### src/sv/mce_pkg.sv
// Shared types and constants for the Monte Carlo option pricer.
// Used by every module of the block; has no dependencies.
package mce_pkg;

  localparam int FRAC_BITS = 16;
  localparam int EXP_FRAC  = 40;
  localparam int TAYLOR_N  = 24;
  localparam int DVD_W     = 60;
  localparam int DSR_W     = 16;
  localparam int X_W       = 26;

  // ln2 in Q.40, rounded to nearest
  localparam logic [47:0] LN2_Q40 = 48'h00B1_7217_F7D2;
  localparam logic signed [X_W-1:0] X_OVER  = X_W'(23 <<< FRAC_BITS);
  localparam logic signed [X_W-1:0] X_UNDER = -X_W'((FRAC_BITS + 2) <<< FRAC_BITS);

  localparam logic [2:0] CFG_LOG_DRIFT  = 3'd0;
  localparam logic [2:0] CFG_VOL_ROOT_T = 3'd1;
  localparam logic [2:0] CFG_STRIKE     = 3'd2;
  localparam logic [2:0] CFG_DISCOUNT   = 3'd3;
  localparam logic [2:0] CFG_IS_PUT     = 3'd4;
  localparam logic [2:0] CFG_SIMS       = 3'd5;
  localparam logic [2:0] CFG_REPS       = 3'd6;

  typedef enum logic [1:0] {
    CLS_NORMAL = 2'd0,
    CLS_OVER   = 2'd1,
    CLS_UNDER  = 2'd2
  } cls_t;

  typedef struct packed {
    logic signed [21:0] log_drift;
    logic [19:0]        vol_root_t;
    logic [31:0]        strike;
    logic [16:0]        discount;
    logic               is_put;
    logic [15:0]        sims_per_rep;
    logic [7:0]         reps;
  } cfg_t;

  typedef struct packed {
    cls_t                   cls;
    logic signed [X_W-1:0]  x;
  } qent_t;

  typedef struct packed {
    logic               start;
    logic [DVD_W-1:0]   dividend;
    logic [DSR_W-1:0]   divisor;
  } div_req_t;

  typedef struct packed {
    logic               done;
    logic [DVD_W-1:0]   quotient;
  } div_rsp_t;

endpackage

### src/sv/mce_front.sv
// Front end: takes a normal sample, forms the log price and classifies it.
// Depends on mce_pkg.
module mce_front (
  input  logic                          clk,
  input  logic                          rst_n,
  input  mce_pkg::cfg_t                 cfg,
  input  logic                          in_valid,
  output logic                          in_ready,
  input  logic signed [15:0]            in_normal_sample,
  output logic                          push_valid,
  input  logic                          push_ready,
  output mce_pkg::qent_t                push_data
);

  logic                          v_r;
  mce_pkg::qent_t                ent_r;
  logic signed [36:0]            prod;
  logic signed [36:0]            prod_rnd;
  logic signed [mce_pkg::X_W-1:0] x_w;
  mce_pkg::qent_t                ent_nxt;

  assign in_ready   = !v_r || push_ready;
  assign push_valid = v_r;
  assign push_data  = ent_r;

  always_comb begin
    prod     = $signed({1'b0, cfg.vol_root_t}) * in_normal_sample;
    prod_rnd = prod + 37'sd2048;
    // arithmetic shift gives the floor
    x_w      = mce_pkg::X_W'(cfg.log_drift) + mce_pkg::X_W'(prod_rnd >>> 12);
    ent_nxt.x = x_w;
    if (x_w >= mce_pkg::X_OVER) begin
      ent_nxt.cls = mce_pkg::CLS_OVER;
    end else if (x_w <= mce_pkg::X_UNDER) begin
      ent_nxt.cls = mce_pkg::CLS_UNDER;
    end else begin
      ent_nxt.cls = mce_pkg::CLS_NORMAL;
    end
  end

  always_ff @(posedge clk) begin
    if (!rst_n) begin
      v_r <= 1'b0;
    end else if (in_valid && in_ready) begin
      v_r <= 1'b1;
    end else if (push_ready) begin
      v_r <= 1'b0;
    end
  end

  always_ff @(posedge clk) begin
    if (in_valid && in_ready) begin
      ent_r <= ent_nxt;
    end
  end

endmodule

### config.mk
export PLATFORM = sky130hd
export DESIGN_NAME = mce_front
export DESIGN_NICKNAME = d
export VERILOG_FILES = /design/src/sv/mce_pkg.sv /design/src/sv/mce_front.sv
export SDC_FILE = /design/constraint.sdc
export NUM_CORES = 1
export LEC_CHECK = 0
export BUFFER_PORTS_ARGS = -buffer_cell sky130_fd_sc_hd__buf_2
export CORE_MARGIN = 2
export CORE_UTILIZATION = 55
export DETAILED_ROUTE_END_ITERATION = 8
export HOLD_SLACK_MARGIN = 0.12
export PLACE_DENSITY = 0.77
export SLEW_MARGIN = 20
export SYNTH_ARGS = -nofsm -noshare
export SYNTH_HDL_FRONTEND = slang
export SYNTH_SLANG_ARGS = --single-unit
### constraint.sdc
create_clock -name clk -period 12.15 [get_ports clk]
set_input_delay 2.43 -clock clk [delete_from_list [all_inputs] [get_ports clk]]
set_output_delay 2.43 -clock clk [all_outputs]
set_load 0.02 [all_outputs]
==> After elaboration in Yosys (flattened, before gate mapping) <==
Index checks and enable logic that the tools add are counted.
W data, S select, Z words.
{ "totals": {"regBits": 29, "latch_bits": 0, "mem_bits_rw": 0, "romBits": 0, "inputBits": 136, "output_inout_bits": 30, "word_cells": 15, "memories": 0} }
{ "classes": {"add_sub_neg": 2, "mul": 1, "div_mod_pow": 0, "n_lt_le_gt_ge": 2, "eq_ne": 0, "shift": 0, "n_mux": 3, "bitwise_logic": 0, "n_reduce_logical": 4} }
{ "op_table": {"columns": ["op", "n"], "rows": [
  ["$add A37 B13 Y37 const B", 1],
  ["$mul A21 B16 Y37", 1],
  ["$add A22 B25 Y26", 1],
  ["$ge A26 B22 Y1 const B", 1],
  ["$le A26 B22 Y1 const B", 1],
  ["$mux W1", 2],
  ["$mux W2", 1],
  ["$reduce_bool A2 Y1", 1],
  ["$logic_and A1 B1 Y1", 1],
  ["$logic_not A1 Y1", 1],
  ["$logic_or A1 B1 Y1", 1]
]} }

==> Longest topological paths before layout <==
Gate-level depths: netlist of the first run.
{ "depth": {"word_depth": 5, "mapped_depth": 36, "depth_no_buf": 35} }

==> Worst setup path before layout of the first run <==
Ideal clock, no wire load.
{ "synth_timing": {"kind": "input -> register", "startpoint": "input port in_normal_sample[1]", "endpoint": "register ent_r, in the netlist push_data[26], data pin", "setup_ns": 0.264, "arrival_ns": 10.246, "t_required_ns": 11.886, "setup_slack_ns": 1.641, "cell_stages": 31, "path_buffers": 2, "path_cell_list": "clkbuf_1 > clkbuf_1 > nand2_1 > fa_1 > fa_1 > fa_1 > inv_1 > fa_1 > fa_1 > inv_1 > fa_1 > inv_1 > ha_1 > nand4_1 > or3_1 > o2111a_1 > a21oi_1 > a41o_1 > a31oi_2 > o21ai_1 > xor2_1 > ha_1 > a21oi_1 > o21ai_0 > a21o_1 > or4_1 > o221ai_2 > o21bai_2 > a21oi_1 > xnor2_1 > o41a_1"} }
{ "synth_rtl": {"columns": ["item", "line_no", "text"], "rows": [
  ["start, declared", "mce_front.sv:9", "input logic signed [15:0] in_normal_sample,"],
  ["end signal, assigned", "mce_front.sv:53", "ent_r <= ent_nxt;"],
  ["end, declared", "mce_front.sv:16", "mce_pkg::qent_t ent_r;"]
]} }

==> impl_metrics.toml, run 1 <==
[outcome]
status = "finished clean"

[clocking]
clk_pin_slew_worst_paths_ns = 0.05
cts_tree = "built"
cts_root_buffer = "clkbuf_16"
cts_sinks = 29
htreeDepth = 2
post_cts_buffers = 0
clkLatencyLatePin_ns = 0.27
cts_resized = 0
cts_hold_buf = 0
numCtsBuffers = 5
max-clock-path-buffers = 2

[placed_design]
routabilityCongestion = 0.881
place_inst = 1724
hpwl_um = 22800
io_buffers = 91

[layout]
fin_nets = 1986
final_common_cell = "inv_1"
num_antenna_cells = 0
final_cell_mix = "329 x inv_1, 251 x fa_1, 173 x nand2_1, 153 x ha_1, 141 x and2_1"
final_cells = 1732
area_growth_pct = 6.32
drive_gt1_share_pct = 8.09

[setup_path]
critPathKind = "in2reg"
cp.buffers_inverters = 4
cp_max_fo = 20
crit_end = "push_data[26]$_SDFFCE_PP1P_"
max_stage_delay_ns = 0.53
r2r_slack_ns = 10.78
crit_arrival_ns = 10.83
cp-startpoint = "in_normal_sample[1]"
r2r_start = "push_valid$_SDFFE_PN0P_"
crit_family = "adder cells"
cp.required_ns = 12.17
endpoint_kind = "register"
r2r_cells = 2
cpMaxStageDelayCell = "fa_1"
path_depth = 30
crit_path_frequent_cell = "fa_1"
timing.rr.end = "push_data[27]$_SDFFCE_PP0P_"
cp-start-kind = "primary input"

[sta]
hold_viol = 0
tns_ns = 0
grt_setup_unrepaired = "no"
post-route-period-util_pct = 89.0
finClkSkew_ns = 0.00135
final.min_clock_period_ns = 10.81
relSlewSlack_pct = 55.8
whs_ns = 0.551
setup_viol = 0
drv_slew = 0
tightest_slew_ns = 0.663
fmax_mhz = 92.5

[drt]
vias = 9568
dr.pass1.iters = 5
wire_per_inst_um = 16.5
drc = 0
ant_nets = 0
vias_per_cell = 5.52
drt_wl_total_um = 28600
drt-initial-drc-count = 414

[grt]
grt_max_degree = 29
globalRoute.totalOverflow = 0
grt_pass1_vias = 10193
antenna_found_initial = 1
gr-usage-all-layers_pct = 24.7
grt_pass1_wl_um = 48100

[yosys]
netlist_instances = 1397
synth_cell_types = 54
ys.flop_type = "edfxtp_1"
synth.avg_cell_area_um2 = 9.02
netlist_area_um2 = 12600
syn-num-nets = 1937
synth_edf_count = 28
async_flop_share_pct = 0
ys_seq_elements = 29
yosysWarnings = 0
seq_area_frac_synth_pct = 6.83

[die]
coreArea_um2 = 22600
die_h_um = 155
die_width_um = 155
rows = 55
start_util_pct = 55.8
boundaryPins = 166
dieArea_um2 = 24100

[min_path]
holdCritPathClass = "reg2reg"

[flow_run]
maxCapViolations = 0
per-stage QoR:
| step | setup WS (ns) | utilization, % | area (µm²) |
|---|---|---|---|
| after global routing | 0.874 | 59.3 | 13400 |
| after CTS | 1.38 | 59.3 | 13400 |
| after floorplan | 1.64 | - | 12600 |
| final | 1.34 | 59.3 | 13400 |
| after detailed placement | 1.10 | 58.6 | 13200 |
| after global placement | 1.27 | 58.6 | 13200 |
final cells by class:
cell class	count	area, µm²
Tap cell	285	357
Multi-Input combinational cell	989	10300
Sequential cell	29	861
Clock inverter	2	33.8
Timing Repair Buffer	92	463
Inverter	329	1230
Clock buffer	6	129
Fill cell	1961	9180
cells in the mapped netlist, types with 5 or more instances:
cell type	n	area (µm²)
o21ai_0	16	80.1
nand2_1	173	649
a21oi_1	39	195
xor2_1	17	149
and2_1	142	888
nor2b_1	5	31.3
edfxtp_1	28	841
clkbuf_1	50	188
a21o_1	18	135
ha_1	153	1910
nand2b_1	14	87.6
o21a_1	9	67.6
o211ai_1	7	52.6
inv_1	329	1230
nor2_1	33	124
xnor2_1	26	228
nor3_1	9	45.0
nand3_1	13	65.1
fa_1	251	5020
a21oi_2	5	43.8
per-layer routing:
metal	routed length (µm)	share of wire (%)	track usage (%)
met4	790	2.8	7.03
met3	1520	5.3	2.79
met2	15300	54	45.7
met1	11000	38	30.4
met5	7	0.024	0
state kept, by name, indices dropped and copies added (netlist names):
register and cells:
push_data 28, push_valid 1
kinds of logic (layout without fill, tap and decap cells):
family / Yosys count / count (layout) / share of synthesized area (%)
buf+inv: 379 / 429 / 11.3
fa+ha+maj: 404 / 404 / 55.1
simple gates: 406 / 406 / 16.0
flops: 29 / 29 / 6.83
xor+xnor: 43 / 43 / 2.99
compound gates: 136 / 136 / 7.77
worst register-to-register path, cell delays in order, from the launching register on:
cell and delay (ns):
dfxtp_1 0.31, nand2b_1 0.09, and2_2 0.59
worst min path at each step:
| stage | end | from | depth (start not counted) | slack (ns) |
|---|---|---|---|---|
| CTS | push_valid$_SDFFE_PN0P_ | push_valid$_SDFFE_PN0P_ | 2 | 0.54 |
| floorplan | push_valid$_SDFFE_PN0P_ | push_valid$_SDFFE_PN0P_ | 2 | 0.75 |
| global route | push_valid$_SDFFE_PN0P_ | push_valid$_SDFFE_PN0P_ | 2 | 0.58 |
| detailed placement | push_valid$_SDFFE_PN0P_ | push_valid$_SDFFE_PN0P_ | 2 | 0.53 |
| finish | push_valid$_SDFFE_PN0P_ | push_valid$_SDFFE_PN0P_ | 2 | 0.55 |
| global placement | push_valid$_SDFFE_PN0P_ | push_valid$_SDFFE_PN0P_ | 2 | 0.50 |
Power of run 1 is left out: the tool's default activity adds up to more than one toggle a clock period on the data nets, which glitch-free logic cannot reach.
==> run 2, diff against run 1 <==
==> constraint.sdc (replaced) <==
create_clock -name clk -period 11.4 [get_ports clk]
set_input_delay 2.28 -clock clk [delete_from_list [all_inputs] [get_ports clk]]
set_output_delay 2.28 -clock clk [all_outputs]
set_load 0.02 [all_outputs]
==> impl_metrics.toml, run 2 (same netlist as run 1, synthesis figures left out) <==
[sta]
tns_ns = 0
relSlewSlack_pct = 56.0
drv_slew = 0
hold_viol = 0
grt_setup_unrepaired = "no"
tightest_slew_ns = 0.660
whs_ns = 0.535
post-route-period-util_pct = 93.5
fmax_mhz = 93.9
setup_viol = 0
finClkSkew_ns = 0.00590
final.min_clock_period_ns = 10.65

[setup_path]
critPathKind = "in2reg"
cp_max_fo = 20
crit_arrival_ns = 10.68
crit_family = "adder cells"
r2r_slack_ns = 10.04
cp-start-kind = "primary input"
endpoint_kind = "register"
timing.rr.end = "push_data[0]$_DFFE_PP_"
crit_path_frequent_cell = "fa_1"
cpMaxStageDelayCell = "fa_1"
max_stage_delay_ns = 0.57
r2r_cells = 2
cp.buffers_inverters = 6
r2r_start = "push_valid$_SDFFE_PN0P_"
cp.required_ns = 11.42

[flow_run]
maxCapViolations = 0

[die]
die_width_um = 155
coreArea_um2 = 22600
start_util_pct = 55.8
rows = 55
die_h_um = 155
boundaryPins = 166
dieArea_um2 = 24100

[min_path]
holdCritPathClass = "reg2reg"
hold_start = "push_valid$_SDFFE_PN0P_"
hold_end = "push_valid$_SDFFE_PN0P_"
worstHoldPathCells = 2

[drt]
wire_per_inst_um = 16.9
dr.pass1.iters = 5
vias = 9565
ant_nets = 0
vias_per_cell = 5.52
drt-initial-drc-count = 515
drt_wl_total_um = 29200
drc = 0

[clocking]
htreeDepth = 2
post_cts_buffers = 0
max-clock-path-buffers = 2
clk_pin_slew_worst_paths_ns = 0.05
clkLatencyLatePin_ns = 0.28
cts_hold_buf = 0
cts_root_buffer = "clkbuf_16"
cts_resized = 0
cts_sinks = 29
cts_tree = "built"
numCtsBuffers = 5

[grt]
globalRoute.totalOverflow = 0
grt_pass1_vias = 10103
gr-usage-all-layers_pct = 24.9
grt_max_degree = 29
antenna_found_initial = 1
grt_pass1_wl_um = 48200

[outcome]
status = "finished clean"

[layout]
drive_gt1_share_pct = 8.15
num_antenna_cells = 0
final_area_um2 = 13400
final_cell_mix = "329 x inv_1, 251 x fa_1, 173 x nand2_1, 153 x ha_1, 141 x and2_1"
nFillCells = 1962
final_common_cell = "inv_1"
fin_nets = 1987
area_growth_pct = 6.18
largest_register_ffs = 28

[placed_design]
post_dp_cell_area_um2 = 13200
io_buffers = 91
routabilityCongestion = 0.858
hpwl_um = 23300
run 2: changes by cell type in the layout (fill, tap and decap cells not counted), sizes merged:
cell and change:
bufinv -1, clkbuf -1, buf +1, clkinv +2
run 2: cell type report:
| class | instances | area, µm² | area share, % |
|---|---|---|---|
| clock buffers | 5 | 125 | 0.936 |
| repair buffers | 93 | 470 | 3.52 |
| multi-input cells | 989 | 10300 | 77.1 |
| well taps | 285 | 357 | 2.67 |
| clock inverters | 3 | 12.5 | 0.0936 |
| flip-flops and latches | 29 | 861 | 6.44 |
| inverters | 329 | 1230 | 9.23 |
run 2: stage by stage:
step | setup slack (ns) | instances | utilization [%]
2_1_floorplan | 1.04 | 1397 | -
3_3_place_gp | 0.661 | 1725 | 58.6
5_1_grt | 0.352 | 1733 | 59.3
4_1_cts | 0.834 | 1733 | 59.2
3_5_place_dp | 0.562 | 1725 | 58.6
6_report | 0.746 | 1733 | 59.3
run 2: layer usage:
metal  GRT usage (%)  part of all wire, %  routed length, µm
met1            31.2                   38              11200
met2            45.4                   53              15400
met3            2.20                  5.6               1630
met4            8.26                  3.3                962
met5               0                0.044                 13
run 2: how the worst max path moves through the flow:
stage / cells past startpoint / end / slack (ns) / start
after floorplan: 31 / push_data[26]$_SDFFCE_PP1P_ / 1.04 / in_normal_sample[1]
after global placement: 30 / push_data[26]$_SDFFCE_PP1P_ / 0.66 / in_normal_sample[1]
after detailed placement: 33 / push_data[26]$_SDFFCE_PP1P_ / 0.56 / in_normal_sample[4]
after CTS: 33 / push_data[26]$_SDFFCE_PP1P_ / 0.83 / in_normal_sample[4]
after global routing: 32 / push_data[26]$_SDFFCE_PP1P_ / 0.35 / in_normal_sample[7]
final: 32 / push_data[26]$_SDFFCE_PP1P_ / 0.75 / in_normal_sample[7]
run 2: worst reg2reg max path: stages (launching register included):
cell and delay (ns):
dfxtp_1 0.30, nand2b_1 0.10, and2_2 0.59
Power of run 2 is left out for the same reason.
==> run 3, diff against run 2 <==
--- a/config.mk
+++ b/config.mk
@@ -6,6 +6,7 @@
 export NUM_CORES = 1
 export LEC_CHECK = 0
 export BUFFER_PORTS_ARGS = -buffer_cell sky130_fd_sc_hd__buf_2
+export CORE_ASPECT_RATIO = 2
 export CORE_MARGIN = 2
 export CORE_UTILIZATION = 55
 export DETAILED_ROUTE_END_ITERATION = 8
==> impl_metrics.toml, run 3 (same netlist as run 1, synthesis figures left out) <==
[outcome]
status = "finished clean"

[die]
boundaryPins = 166
dieArea_um2 = 24200
start_util_pct = 55.9
coreArea_um2 = 22500
die_h_um = 218
rows = 78
die_width_um = 111

[placed_design]
hpwl_um = 25700
routabilityCongestion = 0.895
place_ws_ns = 0.342
io_buffers = 91
post_dp_cell_area_um2 = 13300

[setup_path]
max_stage_delay_ns = 0.54
endpoint_kind = "register"
cpMaxStageDelayCell = "fa_1"
critPathKind = "in2reg"
crit_path_frequent_cell = "fa_1"
cp.required_ns = 11.41
cp-start-kind = "primary input"
cp_max_fo = 20
crit_arrival_ns = 10.82

[sta]
fmax_mhz = 92.5
setup_viol = 0
relSlewSlack_pct = 58.0
final.min_clock_period_ns = 10.81
grt_setup_unrepaired = "no"
drv_slew = 0
post-route-period-util_pct = 94.8
tns_ns = 0
setup_ws_ns = 0.593
finClkSkew_ns = 0.00144
hold_viol = 0
tightest_slew_ns = 0.630

[clocking]
max-clock-path-buffers = 2
numCtsBuffers = 5
clk_pin_slew_worst_paths_ns = 0.05
clkLatencyLatePin_ns = 0.27
post_cts_buffers = 0
cts_hold_buf = 0
cts_sinks = 29
htreeDepth = 2
cts_resized = 0
cts_tree = "built"
cts_root_buffer = "clkbuf_16"

[layout]
final_common_cell = "inv_1"
drive_gt1_share_pct = 8.34
area_growth_pct = 6.38
final_cell_mix = "329 x inv_1, 251 x fa_1, 173 x nand2_1, 153 x ha_1, 141 x and2_1"
largest_register_ffs = 28
nFillCells = 1999
fin_nets = 1990
num_antenna_cells = 0
final_area_um2 = 13400
ff_latch_area_um2 = 861
postLayoutCoreUtil_pct = 59.4
multi_input_area_um2 = 10300

[drt]
drt-initial-drc-count = 425
drt_wl_total_um = 31300
wire_per_inst_um = 18.1
drc = 0
ant_nets = 0
dr.pass1.iters = 5
vias = 9822
vias_per_cell = 5.67

[grt]
grt_pass1_vias = 10760
antenna_found_initial = 0
gr-usage-all-layers_pct = 26.5
globalRoute.totalOverflow = 0
grt_max_degree = 29
grt_pass1_wl_um = 50700

[flow_run]
maxCapViolations = 0

[min_path]
holdCritPathClass = "reg2reg"
run 3: cell types whose count changed in the layout (fill, tap and decap cells not counted), sizes merged:
cell,change
buf,+3
clkbuf,+3
clkinv,-3
run 3: cell type report:
cell class | count | share of cell area [%]
Timing Repair Buffer | 96 | 3.68
Tap cell | 280 | 2.61
Clock buffer | 8 | 1.09
Inverter | 329 | 9.22
Multi-Input combinational cell | 989 | 77.0
Sequential cell | 29 | 6.42
run 3: worst paths after layout:
check | start | to | slack [ns] | depth (start not counted)
worst max-delay path | in_normal_sample[1] | push_data[26]$_SDFFCE_PP1P_ | 0.59 | 29
worst min-delay path | push_valid$_SDFFE_PN0P_ | push_valid$_SDFFE_PN0P_ | 0.59 | 2
worst max register to register | push_valid$_SDFFE_PN0P_ | push_data[4]$_DFFE_PP_ | 10.02 | 2
worst min register to register | push_valid$_SDFFE_PN0P_ | push_valid$_SDFFE_PN0P_ | 0.59 | 2
run 3: critical path: cells and delay by family:
family	cells	cell delay, ns
simple gates	3	0.73
buf+inv	4	0.59
compound gates	12	2.99
xor+xnor	2	0.43
fa+ha+maj	8	3.78
run 3: layer usage:
layer	GRT usage [%]	up-vias	routed length, µm	share of wire, %
li1	-	4358	-	-
met1	25.0	4978	9500	30
met2	52.4	349	17800	57
met3	2.42	137	1260	4.0
met4	18.5	0	2720	8.7
met5	0	-	0	0
run 3: per-stage QoR:
| step | hold slack [ns] | cells |
|---|---|---|
| 2_1_floorplan | 0.750 | 1397 |
| 3_3_place_gp | 0.524 | 1723 |
| 3_5_place_dp | 0.592 | 1723 |
| 4_1_cts | 0.601 | 1731 |
| 5_1_grt | 0.648 | 1731 |
| 6_report | 0.589 | 1731 |
Power of run 3 is left out for the same reason.
