**src/sv/mce_pkg.sv**
```systemverilog
// Shared types and constants for the Monte Carlo option pricer.
// Used by every module of the block; has no dependencies.
package mce_pkg;

  localparam int FRAC_BITS = 16;
  localparam int EXP_FRAC  = 40;
  localparam int TAYLOR_N  = 24;
  localparam int DVD_W     = 60;
  localparam int DSR_W     = 16;
  localparam int X_W       = 26;

  // ln2 in Q.40, rounded to nearest
  localparam logic [47:0] LN2_Q40 = 48'h00B1_7217_F7D2;
  localparam logic signed [X_W-1:0] X_OVER  = X_W'(23 <<< FRAC_BITS);
  localparam logic signed [X_W-1:0] X_UNDER = -X_W'((FRAC_BITS + 2) <<< FRAC_BITS);

  localparam logic [2:0] CFG_LOG_DRIFT  = 3'd0;
  localparam logic [2:0] CFG_VOL_ROOT_T = 3'd1;
  localparam logic [2:0] CFG_STRIKE     = 3'd2;
  localparam logic [2:0] CFG_DISCOUNT   = 3'd3;
  localparam logic [2:0] CFG_IS_PUT     = 3'd4;
  localparam logic [2:0] CFG_SIMS       = 3'd5;
  localparam logic [2:0] CFG_REPS       = 3'd6;

  typedef enum logic [1:0] {
    CLS_NORMAL = 2'd0,
    CLS_OVER   = 2'd1,
    CLS_UNDER  = 2'd2
  } cls_t;

  typedef struct packed {
    logic signed [21:0] log_drift;
    logic [19:0]        vol_root_t;
    logic [31:0]        strike;
    logic [16:0]        discount;
    logic               is_put;
    logic [15:0]        sims_per_rep;
    logic [7:0]         reps;
  } cfg_t;

  typedef struct packed {
    cls_t                   cls;
    logic signed [X_W-1:0]  x;
  } qent_t;

  typedef struct packed {
    logic               start;
    logic [DVD_W-1:0]   dividend;
    logic [DSR_W-1:0]   divisor;
  } div_req_t;

  typedef struct packed {
    logic               done;
    logic [DVD_W-1:0]   quotient;
  } div_rsp_t;

endpackage

```
**src/sv/mce_div.sv**
```systemverilog
// Shared restoring divider, four quotient bits per cycle.
// Depends on mce_pkg.
module mce_div (
  input  logic              clk,
  input  logic              rst_n,
  input  mce_pkg::div_req_t req,
  output mce_pkg::div_rsp_t rsp
);

  localparam int STEPS = 4;
  localparam int ITERS = mce_pkg::DVD_W / STEPS;
  localparam int CNT_W = $clog2(ITERS);

  logic                        busy_r;
  logic                        done_r;
  logic [CNT_W-1:0]            cnt_r;
  logic [mce_pkg::DVD_W-1:0]   dvd_r;
  logic [mce_pkg::DSR_W-1:0]   rem_r;
  logic [mce_pkg::DSR_W-1:0]   dsr_r;
  logic [mce_pkg::DVD_W-1:0]   dvd_nxt;
  logic [mce_pkg::DSR_W-1:0]   rem_nxt;
  logic [mce_pkg::DSR_W:0]     wide;

  assign rsp.done     = done_r;
  assign rsp.quotient = dvd_r;

  always_comb begin
    dvd_nxt = dvd_r;
    rem_nxt = rem_r;
    wide    = '0;
    for (int k = 0; k < STEPS; k++) begin
      wide    = {rem_nxt, dvd_nxt[mce_pkg::DVD_W-1]};
      dvd_nxt = {dvd_nxt[mce_pkg::DVD_W-2:0], 1'b0};
      if (wide >= {1'b0, dsr_r}) begin
        wide       = wide - {1'b0, dsr_r};
        dvd_nxt[0] = 1'b1;
      end
      rem_nxt = wide[mce_pkg::DSR_W-1:0];
    end
  end

  always_ff @(posedge clk) begin
    if (!rst_n) begin
      busy_r <= 1'b0;
      done_r <= 1'b0;
      cnt_r  <= '0;
    end else begin
      done_r <= 1'b0;
      if (req.start) begin
        busy_r <= 1'b1;
        cnt_r  <= '0;
      end else if (busy_r) begin
        cnt_r <= cnt_r + 1'b1;
        if (cnt_r == CNT_W'(ITERS - 1)) begin
          busy_r <= 1'b0;
          done_r <= 1'b1;
        end
      end
    end
  end

  always_ff @(posedge clk) begin
    if (req.start) begin
      dvd_r <= req.dividend;
      rem_r <= '0;
      dsr_r <= req.divisor;
    end else if (busy_r) begin
      dvd_r <= dvd_nxt;
      rem_r <= rem_nxt;
    end
  end

endmodule

```
**config.mk**
```make
export PLATFORM = sky130hd
export DESIGN_NAME = mce_div
export DESIGN_NICKNAME = d
export VERILOG_FILES = /design/src/sv/mce_pkg.sv /design/src/sv/mce_div.sv
export SDC_FILE = /design/constraint.sdc
export NUM_CORES = 1
export LEC_CHECK = 0
export BUFFER_PORTS_ARGS = -buffer_cell sky130_fd_sc_hd__buf_2
export CAP_MARGIN = 20
export CORE_MARGIN = 2
export CORE_UTILIZATION = 52
export CTS_CLUSTER_DIAMETER = 30
export DETAILED_ROUTE_END_ITERATION = 10
export PLACE_DENSITY_LB_ADDON = 0.05
export SLEW_MARGIN = 15
export SYNTH_ARGS = -nofsm -noshare
export SYNTH_HDL_FRONTEND = slang
export SYNTH_SLANG_ARGS = --single-unit
```
**constraint.sdc**
```tcl
create_clock -name clk -period 8.6 [get_ports clk]
set_input_delay 0.86 -clock clk [delete_from_list [all_inputs] [get_ports clk]]
set_output_delay 0.86 -clock clk [all_outputs]
set_load 0.005 [all_outputs]
```
# After elaboration in Yosys (flattened, before gate mapping)
# Index checks and enable logic that the tools add are counted.
classes:
  addsub: 5
  n_lt_le_gt_ge: 4
  eq_ne: 1
  n_mux: 14
  bitwise: 2
  n_reduce_logical: 3
ops:
  columns: ["cell", "count"]
  rows:
  - ["$mux 60", 2]
  - ["$ge 17x16->1", 4]
  - ["$mux 16", 4]
  - ["$sub 16x16->16", 4]
  - ["$mux 1", 8]
  - ["$add 4x1->4 const B", 1]
  - ["$eq 4x4->1 const B", 1]
  - ["$reduce_or 3->1", 1]
  - ["$not 1->1", 2]
  - ["$reduce_bool 2->1", 1]
  - ["$reduce_or 2->1", 1]
word_totals:
  register_bits: 98
  input_bits: 79
  elab_cells: 35

# Longest topological paths before layout
# Gate-level depths: netlist (run 1).
depth:
  word_depth: 10
  depth_mapped: 46
  mapped_depth_nobuf: 39

# Least setup slack after synthesis (run 1)
# No wires, ideal clock.
synth_timing:
  path_type: "flip-flop to flip-flop"
  start: "register dsr_r[1] (netlist name)"
  end: "register rem_r[8] (netlist name)"
  setup_ns: 0.088
  arrival_time_ns: 9.120
  required_ns: 8.512
  setup_slack_ns: -0.608
  path_stages_with_launch: 46
  synth_period_minus_slack_ns: 9.208
  path_cell_list: "edfxtp_1 > inv_1 > ha_1 > nor2b_1 > o2111ai_1 > a311o_1 > a211oi_2 > or2_1 > buf_4 > buf_2 > mux2_2 > ha_1 > clkbuf_1 > a21oi_1 > a21oi_1 > a211oi_1 > a31oi_1 > a31o_2 > [... 10 more ...] > nor3_1 > o31a_1 > o221a_1 > buf_6 > buf_4 > mux2i_1 > ha_1 > nor2b_1 > o21ai_0 > a21boi_0 > nor4_1 > o2111ai_1 > nand2_1 > a211oi_1 > nor2_1 > clkbuf_1 > nand3_1 > a311oi_2"
synth_via:
  elab_chain_cells: 8
  elab_cells_between_ends: 12
  classes_between: "add/sub (4); order compare (4); mux (4)"
synth_lines:
  columns: ["element", "line_no", "source"]
  rows:
  - ["start: declaration", "mce_div.sv:19", "logic [mce_pkg::DSR_W-1:0] dsr_r;"]
  - ["start signal: assignment", "mce_div.sv:66", "dsr_r <= req.divisor;"]
  - ["$sub 16x16->16 or $ge 17x16->1 (tied branches)", "mce_div.sv:35, mce_div.sv:34", null]
  - ["$mux 16", "mce_div.sv:34", "if (wide >= {1'b0, dsr_r}) begin"]
  - ["$sub 16x16->16 or $ge 17x16->1 (tied branches)", "mce_div.sv:35, mce_div.sv:34", null]
  - ["$mux 16", "mce_div.sv:34", null]
  - ["$sub 16x16->16 or $ge 17x16->1 (tied branches)", "mce_div.sv:35, mce_div.sv:34", null]
  - ["$mux 16", "mce_div.sv:34", null]
  - ["$sub 16x16->16 or $ge 17x16->1 (tied branches)", "mce_div.sv:35, mce_div.sv:34", null]
  - ["$mux 16 (*)", "mce_div.sv:34", null]
  - ["end signal: assignment", "mce_div.sv:69", "rem_r <= rem_nxt;"]
  - ["end: declaration", "mce_div.sv:18", "logic [mce_pkg::DSR_W-1:0] rem_r;"]
# Every way passes the cells marked *; elsewhere a longest branch is shown, timed or not.
# A chain may end at the register's enable or synchronous reset.

# Worst setup path in the final report (run 1)
layout_timing:
  start: "register dvd_r[59] (netlist name)"
  end: "register rem_r[14] (netlist name)"
layout_via:
  elab_chain_cells: 8
  elab_cells_between_ends: 12
  classes_between: "add/sub (4); order compare (4); mux (4)"
layout_lines:
  columns: ["element", "line_no", "source"]
  rows:
  - ["start: declaration", "mce_div.sv:17", "logic [mce_pkg::DVD_W-1:0] dvd_r;"]
  - ["start signal: assignment", "mce_div.sv:64", "dvd_r <= req.dividend;"]
  - ["start signal: assignment", "mce_div.sv:68", "dvd_r <= dvd_nxt;"]
  - ["$sub 16x16->16 or $ge 17x16->1 (tied branches)", "mce_div.sv:35, mce_div.sv:34", null]
  - ["$mux 16 (*)", "mce_div.sv:34", null]
  - ["$sub 16x16->16 or $ge 17x16->1 (tied branches)", "mce_div.sv:35, mce_div.sv:34", null]
  - ["$mux 16 (*)", "mce_div.sv:34", null]
  - ["$sub 16x16->16 or $ge 17x16->1 (tied branches)", "mce_div.sv:35, mce_div.sv:34", null]
  - ["$mux 16 (*)", "mce_div.sv:34", null]
  - ["$sub 16x16->16 or $ge 17x16->1 (tied branches)", "mce_div.sv:35, mce_div.sv:34", null]
  - ["$mux 16 (*)", "mce_div.sv:34", null]
# Marked as above.

==> results.sh, run 1 <==
export IMPL_coreArea_um2=14590
export IMPL_yosysTopAreaCellShare_pct=29.36
export IMPL_routed_wl_mm=26.24
export IMPL_die_w_um=126.3
export IMPL_min_delay_start="cnt_r[1]$_SDFFE_PP0P_"
export IMPL_synthMuxAreaShare_pct=15.42
export IMPL_critPathArrivalTime_ns=8.87
export IMPL_reg2reg_to="rem_r[14]$_SDFFE_PP0P_"
export IMPL_crit_reg2reg_launch="dvd_r[59]$_DFFE_PP_"
export IMPL_synthSimpleGateAreaFrac_pct=12.31
export IMPL_path_clk_slew_ns=0.07
export IMPL_nets=1267
export IMPL_synth_seq_cells=98
export IMPL_fmax_ghz=0.1154
export IMPL_cts_root_buf="clkbuf_16"
export IMPL_regArea_um2=2723
export IMPL_final_common_cell="buf_4"
export IMPL_dr_first_iter_drc_count=694
export IMPL_status="complete, but fails checks"
export IMPL_numPlacedInstances=1262
export IMPL_port_buffers=139
export IMPL_cts_tree="yes"
export IMPL_max_slew_margin_rel_pct=27.27
export IMPL_stdcell_count=1307
export IMPL_yosys_area_share_xor_xnor_pct=4.733
export IMPL_synth_edff_count=76
export IMPL_avgRoutedWirePerCell_um=20.08
export IMPL_critical_path_required_ns=8.80
export IMPL_rsz0062_at_grt="yes"
export IMPL_overflow=0
export IMPL_fillers=941
export IMPL_critPathLaunch="dvd_r[59]$_DFFE_PP_"
export IMPL_setup_violations=8
export IMPL_clockBufferDepth=2
export IMPL_fp_row_count=44
export IMPL_antenna_found_initial=1
export IMPL_violations="negative setup slack"
export IMPL_finalHoldViolCount=0
export IMPL_first_pass_iters=6
export IMPL_postLayoutCoreUtil_pct=77.43
export IMPL_grt_pass1_wl_mm=39.54
export IMPL_synth_largest_area_cell="edfxtp_1"
export IMPL_synthFlopType="edfxtp_1"
export IMPL_path_max_fanout=7
export IMPL_layout_common_cells="207 x buf_4, 138 x buf_2, 85 x mux2_2"
export IMPL_yosys_warnings=0
export IMPL_multi_input_area_um2=5410
export IMPL_cap_violations=0
export IMPL_netlist_area_um2=7772
export IMPL_worst_pin_slew_ns=1.089
export IMPL_finalCriticalPeriod_ns=8.663
export IMPL_first_global_vias=7918
export IMPL_clock_sinks=98
export IMPL_synth_yosys_seq_area_share_pct=35.03
export IMPL_reg2regPathDepth=40
export IMPL_grt_max_degree=61
export IMPL_cts_buffers_inserted=9
export IMPL_skew_ns=0.007846
export IMPL_startpoint_type="flop"
export IMPL_cp_end_kind="flop"
export IMPL_drc=0
export IMPL_ios=140
export IMPL_place_hpwl_mm=20.31
export IMPL_die_area_um2=15940
export IMPL_criticalPathCategory="reg -> reg"
export IMPL_slew_violations=0
export IMPL_place_congestion=1.018
export IMPL_viasPerCell=5.932
export IMPL_syn_nets=931
export IMPL_syn2layout_area_growth_pct=45.33
export IMPL_synth_area_per_cell_um2=9.939
export IMPL_finalCritPeriodShare_pct=100.7
export IMPL_synth_top_cells_by_area="edfxtp_1 29%, mux2_2 14%, ha_1 11%, dfxtp_1 5.7%, nor2_1 3.0%"
export IMPL_holdPathEnd="cnt_r[1]$_SDFFE_PP0P_"
export IMPL_slowest_delay_ns=0.47
export IMPL_insertedDiodeCount=0
export IMPL_slowest_stage="edfxtp_1"
export IMPL_ys_types=65
export IMPL_synthAdderAreaFrac_pct=11.65
export IMPL_dieHeight_um=126.3
export IMPL_grt_usage_pct=31.42
export IMPL_vias=7753
export IMPL_netlist_instances=782
export IMPL_synth_top_family_by_area="compound AO/OA/AOI/OAI gates"
export IMPL_synth_compound_area_share_pct=16.31
export IMPL_async_flop_share_pct=0
export IMPL_initial_core_util_pct=53.28
export IMPL_clk_latency_ns=0.35
export IMPL_r2r_setup_slack_ns=-0.06
export IMPL_drive_gt1_share_pct=50.40
export IMPL_htreeDepth=3
export IMPL_min_path_type="reg -> reg"
export IMPL_worst_slack_ns=-0.06303
export IMPL_ant_nets=0
export IMPL_holdPathStages=2
kinds of logic (layout without fill, tap and decap cells):
| group | after synthesis | count (layout) |
|---|---|---|
| AOI/OAI and AO/OA | 184 | 184 |
| xor gates and xnor gates | 42 | 42 |
| adders and majority gates | 70 | 70 |
| buffers and inverters | 83 | 424 |
| DFF | 98 | 98 |
| muxes | 106 | 106 |
| and+or+nand+nor | 199 | 199 |
worst max-delay path by stage:
stage,endpoint,slack [ns]
after floorplan,rem_r[13]$_SDFFE_PP0P_,0.005
after global placement,dvd_r[0]$_DFFE_PP_,-0.06
after detailed placement,rem_r[14]$_SDFFE_PP0P_,-0.36
after CTS,rem_r[3]$_SDFFE_PP0P_,0.003
after global routing,rem_r[14]$_SDFFE_PP0P_,-0.30
final,rem_r[14]$_SDFFE_PP0P_,-0.06
cells in the mapped netlist, drive strengths merged (22+ instances only):
master,count
a21oi,42
dfxtp,22
edfxtp,76
ha,66
inv,50
mux2,97
nand2,37
nand3,27
nor2,62
o21ai,36
xnor2,26
worst max-delay path, delay by kind of cell (launching register included):
| kind | cells | cell delay (ns) |
|---|---|---|
| multiplexers | 3 | 1.00 |
| adder cells (fa/ha/maj) | 4 | 0.95 |
| flip-flops | 1 | 0.47 |
| buffers and inverters | 6 | 0.73 |
| AO/OA/AOI/OAI | 20 | 4.25 |
| AND/OR/NAND/NOR | 7 | 1.14 |
per-stage QoR:
| stage | hold slack (ns) | setup slack [ns] | area, um2 | setup TNS (ns) |
|---|---|---|---|---|
| 2_1_floorplan | 0.4621 | 0.004535 | 7845 | 0 |
| 3_3_place_gp | 0.4920 | -0.06259 | 10040 | -0.3429 |
| 3_5_place_dp | 0.5096 | -0.3564 | 10040 | -4.929 |
| 4_1_cts | 0.5211 | 0.002911 | 10710 | 0 |
| 5_1_grt | 0.5451 | -0.2958 | 11300 | -3.769 |
| 6_report | 0.5200 | -0.06303 | 11300 | -0.2638 |
registers in the layout (all words and copies together), names as in the netlist:
name    flops
dvd_r      60
done_r      1
cnt_r       4
busy_r      1
rem_r      16
dsr_r      16
area by class of cell:
class,instances,share of cell area (%)
well taps,184,2.038
flip-flops and latches,98,24.10
multi-input cells,601,47.90
inverters,51,1.695
clock inverters,6,0.7754
clock buffers,10,2.116
repair buffers,357,21.38
timing repair:
item,CTS,global route
endpoints found under the setup margin,17,17
cloned,0,0
buffers inserted,16,17
hold buffers,0,0
pin swaps,24,49
gates resized for setup,37,86
routing by layer:
| metal | wire, um | track usage [%] | up-vias |
|---|---|---|---|
| met3 | 2041 | 6.330 | 77 |
| met5 | 13 | 0 | - |
| met1 | 10500 | 39.40 | 3705 |
| met4 | 889 | 11.44 | 2 |
| met2 | 12790 | 53.80 | 360 |
| li1 | - | - | 3609 |
Power of run 1 is not shown: default switching activity piles up to over one toggle a cycle in this logic, so the estimate is an artifact.
==> inputs of run 2 (changes only) <==
--- a/config.mk
+++ b/config.mk
@@ -8,7 +8,7 @@
 export BUFFER_PORTS_ARGS = -buffer_cell sky130_fd_sc_hd__buf_2
 export CAP_MARGIN = 20
 export CORE_MARGIN = 2
-export CORE_UTILIZATION = 52
+export CORE_UTILIZATION = 55
 export CTS_CLUSTER_DIAMETER = 30
 export DETAILED_ROUTE_END_ITERATION = 10
 export PLACE_DENSITY_LB_ADDON = 0.05
==> constraint.sdc (replaced) <==
create_clock -name clk -period 8.45 [get_ports clk]
set_input_delay 0.845 -clock clk [delete_from_list [all_inputs] [get_ports clk]]
set_output_delay 0.845 -clock clk [all_outputs]
set_load 0.005 [all_outputs]
==> results.sh, run 2 (synthesis gave the netlist of run 1 again) <==
export IMPL_crit_top_cell="buf_4"
export IMPL_die_area_um2=15100
export IMPL_grt_busiest_layer="met2"
export IMPL_use_met1_pct=42.41
export IMPL_place_hpwl_mm=20.91
export IMPL_met2_usage_pct=60.39
export IMPL_grt_usage_pct=35.35
export IMPL_cap_violations=0
export IMPL_clockBufferDepth=2
export IMPL_routed_wl_mm=27.99
export IMPL_path_clk_slew_ns=0.08
export IMPL_antenna_found_initial=0
export IMPL_final_common_cell="buf_4"
export IMPL_insertedDiodeCount=0
export IMPL_violations="negative setup slack"
export IMPL_dr_first_iter_drc_count=676
export IMPL_max_slew_margin_rel_pct=22.75
export IMPL_top_register="dvd_r"
export IMPL_ios=140
export IMPL_holdPathStages=2
export IMPL_viasPerCell=6.057
export IMPL_finalHoldViolCount=0
export IMPL_cp_end_kind="flop"
export IMPL_nets=1291
export IMPL_rsz0062_at_grt="yes"
export IMPL_fp_row_count=43
export IMPL_dieHeight_um=122.9
export IMPL_slowest_delay_ns=0.48
export IMPL_overflow=0
export IMPL_grt_max_degree=90
export IMPL_ant_nets=0
export IMPL_critical_path_required_ns=8.66
export IMPL_skew_ns=0.01114
export IMPL_reg_top3="dvd_r: 60 flops, dsr_r: 16 flops, rem_r: 16 flops"
export IMPL_critPathArrivalTime_ns=9.01
export IMPL_pre_cts_ws_ns=-0.5331
export IMPL_cts_root_buf="clkbuf_16"
export IMPL_path_max_fanout=8
export IMPL_fmax_ghz=0.1135
export IMPL_criticalPathCategory="reg -> reg"
export IMPL_coreArea_um2=13830
export IMPL_slowest_stage="a2111oi_1"
export IMPL_startpoint_type="flop"
export IMPL_port_buffers=139
export IMPL_slew_violations=0
export IMPL_finalCritPeriodShare_pct=104.2
export IMPL_grtUsageMet3_pct=6.970
export IMPL_htreeDepth=3
export IMPL_status="complete, but fails checks"
export IMPL_critPathLaunch="dvd_r[59]$_DFFE_PP_"
export IMPL_layout_common_cells="229 x buf_4, 138 x buf_2, 86 x mux2_2"
export IMPL_avgRoutedWirePerCell_um=21.09
export IMPL_drc=0
export IMPL_setup_violations=17
export IMPL_worst_pin_slew_ns=1.159
export IMPL_crit_reg2reg_launch="dvd_r[59]$_DFFE_PP_"
export IMPL_clock_sinks=98
export IMPL_die_w_um=122.9
export IMPL_reg2reg_to="rem_r[7]$_SDFFE_PP0P_"
export IMPL_grt_pass1_wl_mm=40.81
export IMPL_worst_slack_ns=-0.3576
export IMPL_vias=8037
export IMPL_cts_tree="yes"
export IMPL_drive_gt1_share_pct=51.53
export IMPL_syn2layout_area_growth_pct=46.94
export IMPL_place_congestion=0.9935
export IMPL_initial_core_util_pct=56.21
export IMPL_reg2regPathDepth=44
export IMPL_cts_buffers_inserted=9
export IMPL_min_path_type="reg -> reg"
export IMPL_crit_end="rem_r[7]$_SDFFE_PP0P_"
export IMPL_fillers=830
export IMPL_r2r_setup_slack_ns=-0.36
export IMPL_first_global_vias=7976
export IMPL_largest_reg_flops=60
export IMPL_finalCriticalPeriod_ns=8.808
export IMPL_ctsHoldBuffers=0
export IMPL_clk_latency_ns=0.34
export IMPL_first_pass_iters=6
-- run 2: cell count changes in the layout (fill, tap and decap cells not counted), moves of 3 or more --
cell       previous run  this run
buf_4               207       229
o2111ai_2             0         3
a211oi_1             12        16
a311oi_2              1         4
a311oi_1             12         9
o31ai_2               0         3
o31ai_1               6         3
-- run 2: cell type report --
type | count | area, um2 | share of cell area [%]
timing repair buffer | 381 | 2636 | 23.08
tap | 180 | 225.2 | 1.972
clock inverter | 7 | 61.31 | 0.5368
inverter | 51 | 191.4 | 1.676
sequential | 98 | 2723 | 23.84
multi-input combinational | 601 | 5359 | 46.92
clock buffer | 9 | 225.2 | 1.972
-- run 2: critical path, delay by kind of cell (launching register included) --
family / cells / cell delay (ns)
compound gates: 18 / 3.62
fa+ha+maj: 4 / 1.02
buf+inv: 10 / 1.28
flops: 1 / 0.44
mux: 3 / 0.98
simple gates: 9 / 1.31
-- run 2: worst min path at each step --
stage	from	end	slack, ns
4_1_cts	cnt_r[3]$_SDFFE_PP0P_	done_r$_SDFF_PP0_	0.53
3_5_place_dp	cnt_r[3]$_SDFFE_PP0P_	done_r$_SDFF_PP0_	0.51
5_1_grt	rem_r[15]$_SDFFE_PP0P_	rem_r[15]$_SDFFE_PP0P_	0.55
2_1_floorplan	cnt_r[3]$_SDFFE_PP0P_	done_r$_SDFF_PP0_	0.46
3_3_place_gp	cnt_r[3]$_SDFFE_PP0P_	done_r$_SDFF_PP0_	0.48
6_report	cnt_r[3]$_SDFFE_PP0P_	done_r$_SDFF_PP0_	0.52
-- run 2: layer usage --
layer,routed length [um],vias to the layer above
met5,0,-
met2,13570,454
met3,2201,103
li1,-,3659
met1,10830,3821
met4,1386,0
-- run 2: what timing repair did --
action | CTS | global route
endpoints found under the setup margin | 17 | 17
setup buffers | 14 | 28
cloned | 1 | 0
resized for setup | 38 | 63
pin swaps | 16 | 63
-- run 2: metrics by stage --
step	hold slack, ns	TNS, ns	instances	util, %	instance area (um2)
4_1_cts	0.5318	0	1299	78.77	10890
3_5_place_dp	0.5127	-7.927	1268	73.83	10210
5_1_grt	0.5538	-7.539	1327	82.60	11420
2_1_floorplan	0.4621	0	782	-	7974
6_report	0.5237	-2.841	1327	82.60	11420
3_3_place_gp	0.4816	-1.766	1268	73.83	10210
Power of run 2 is left out for the same reason.
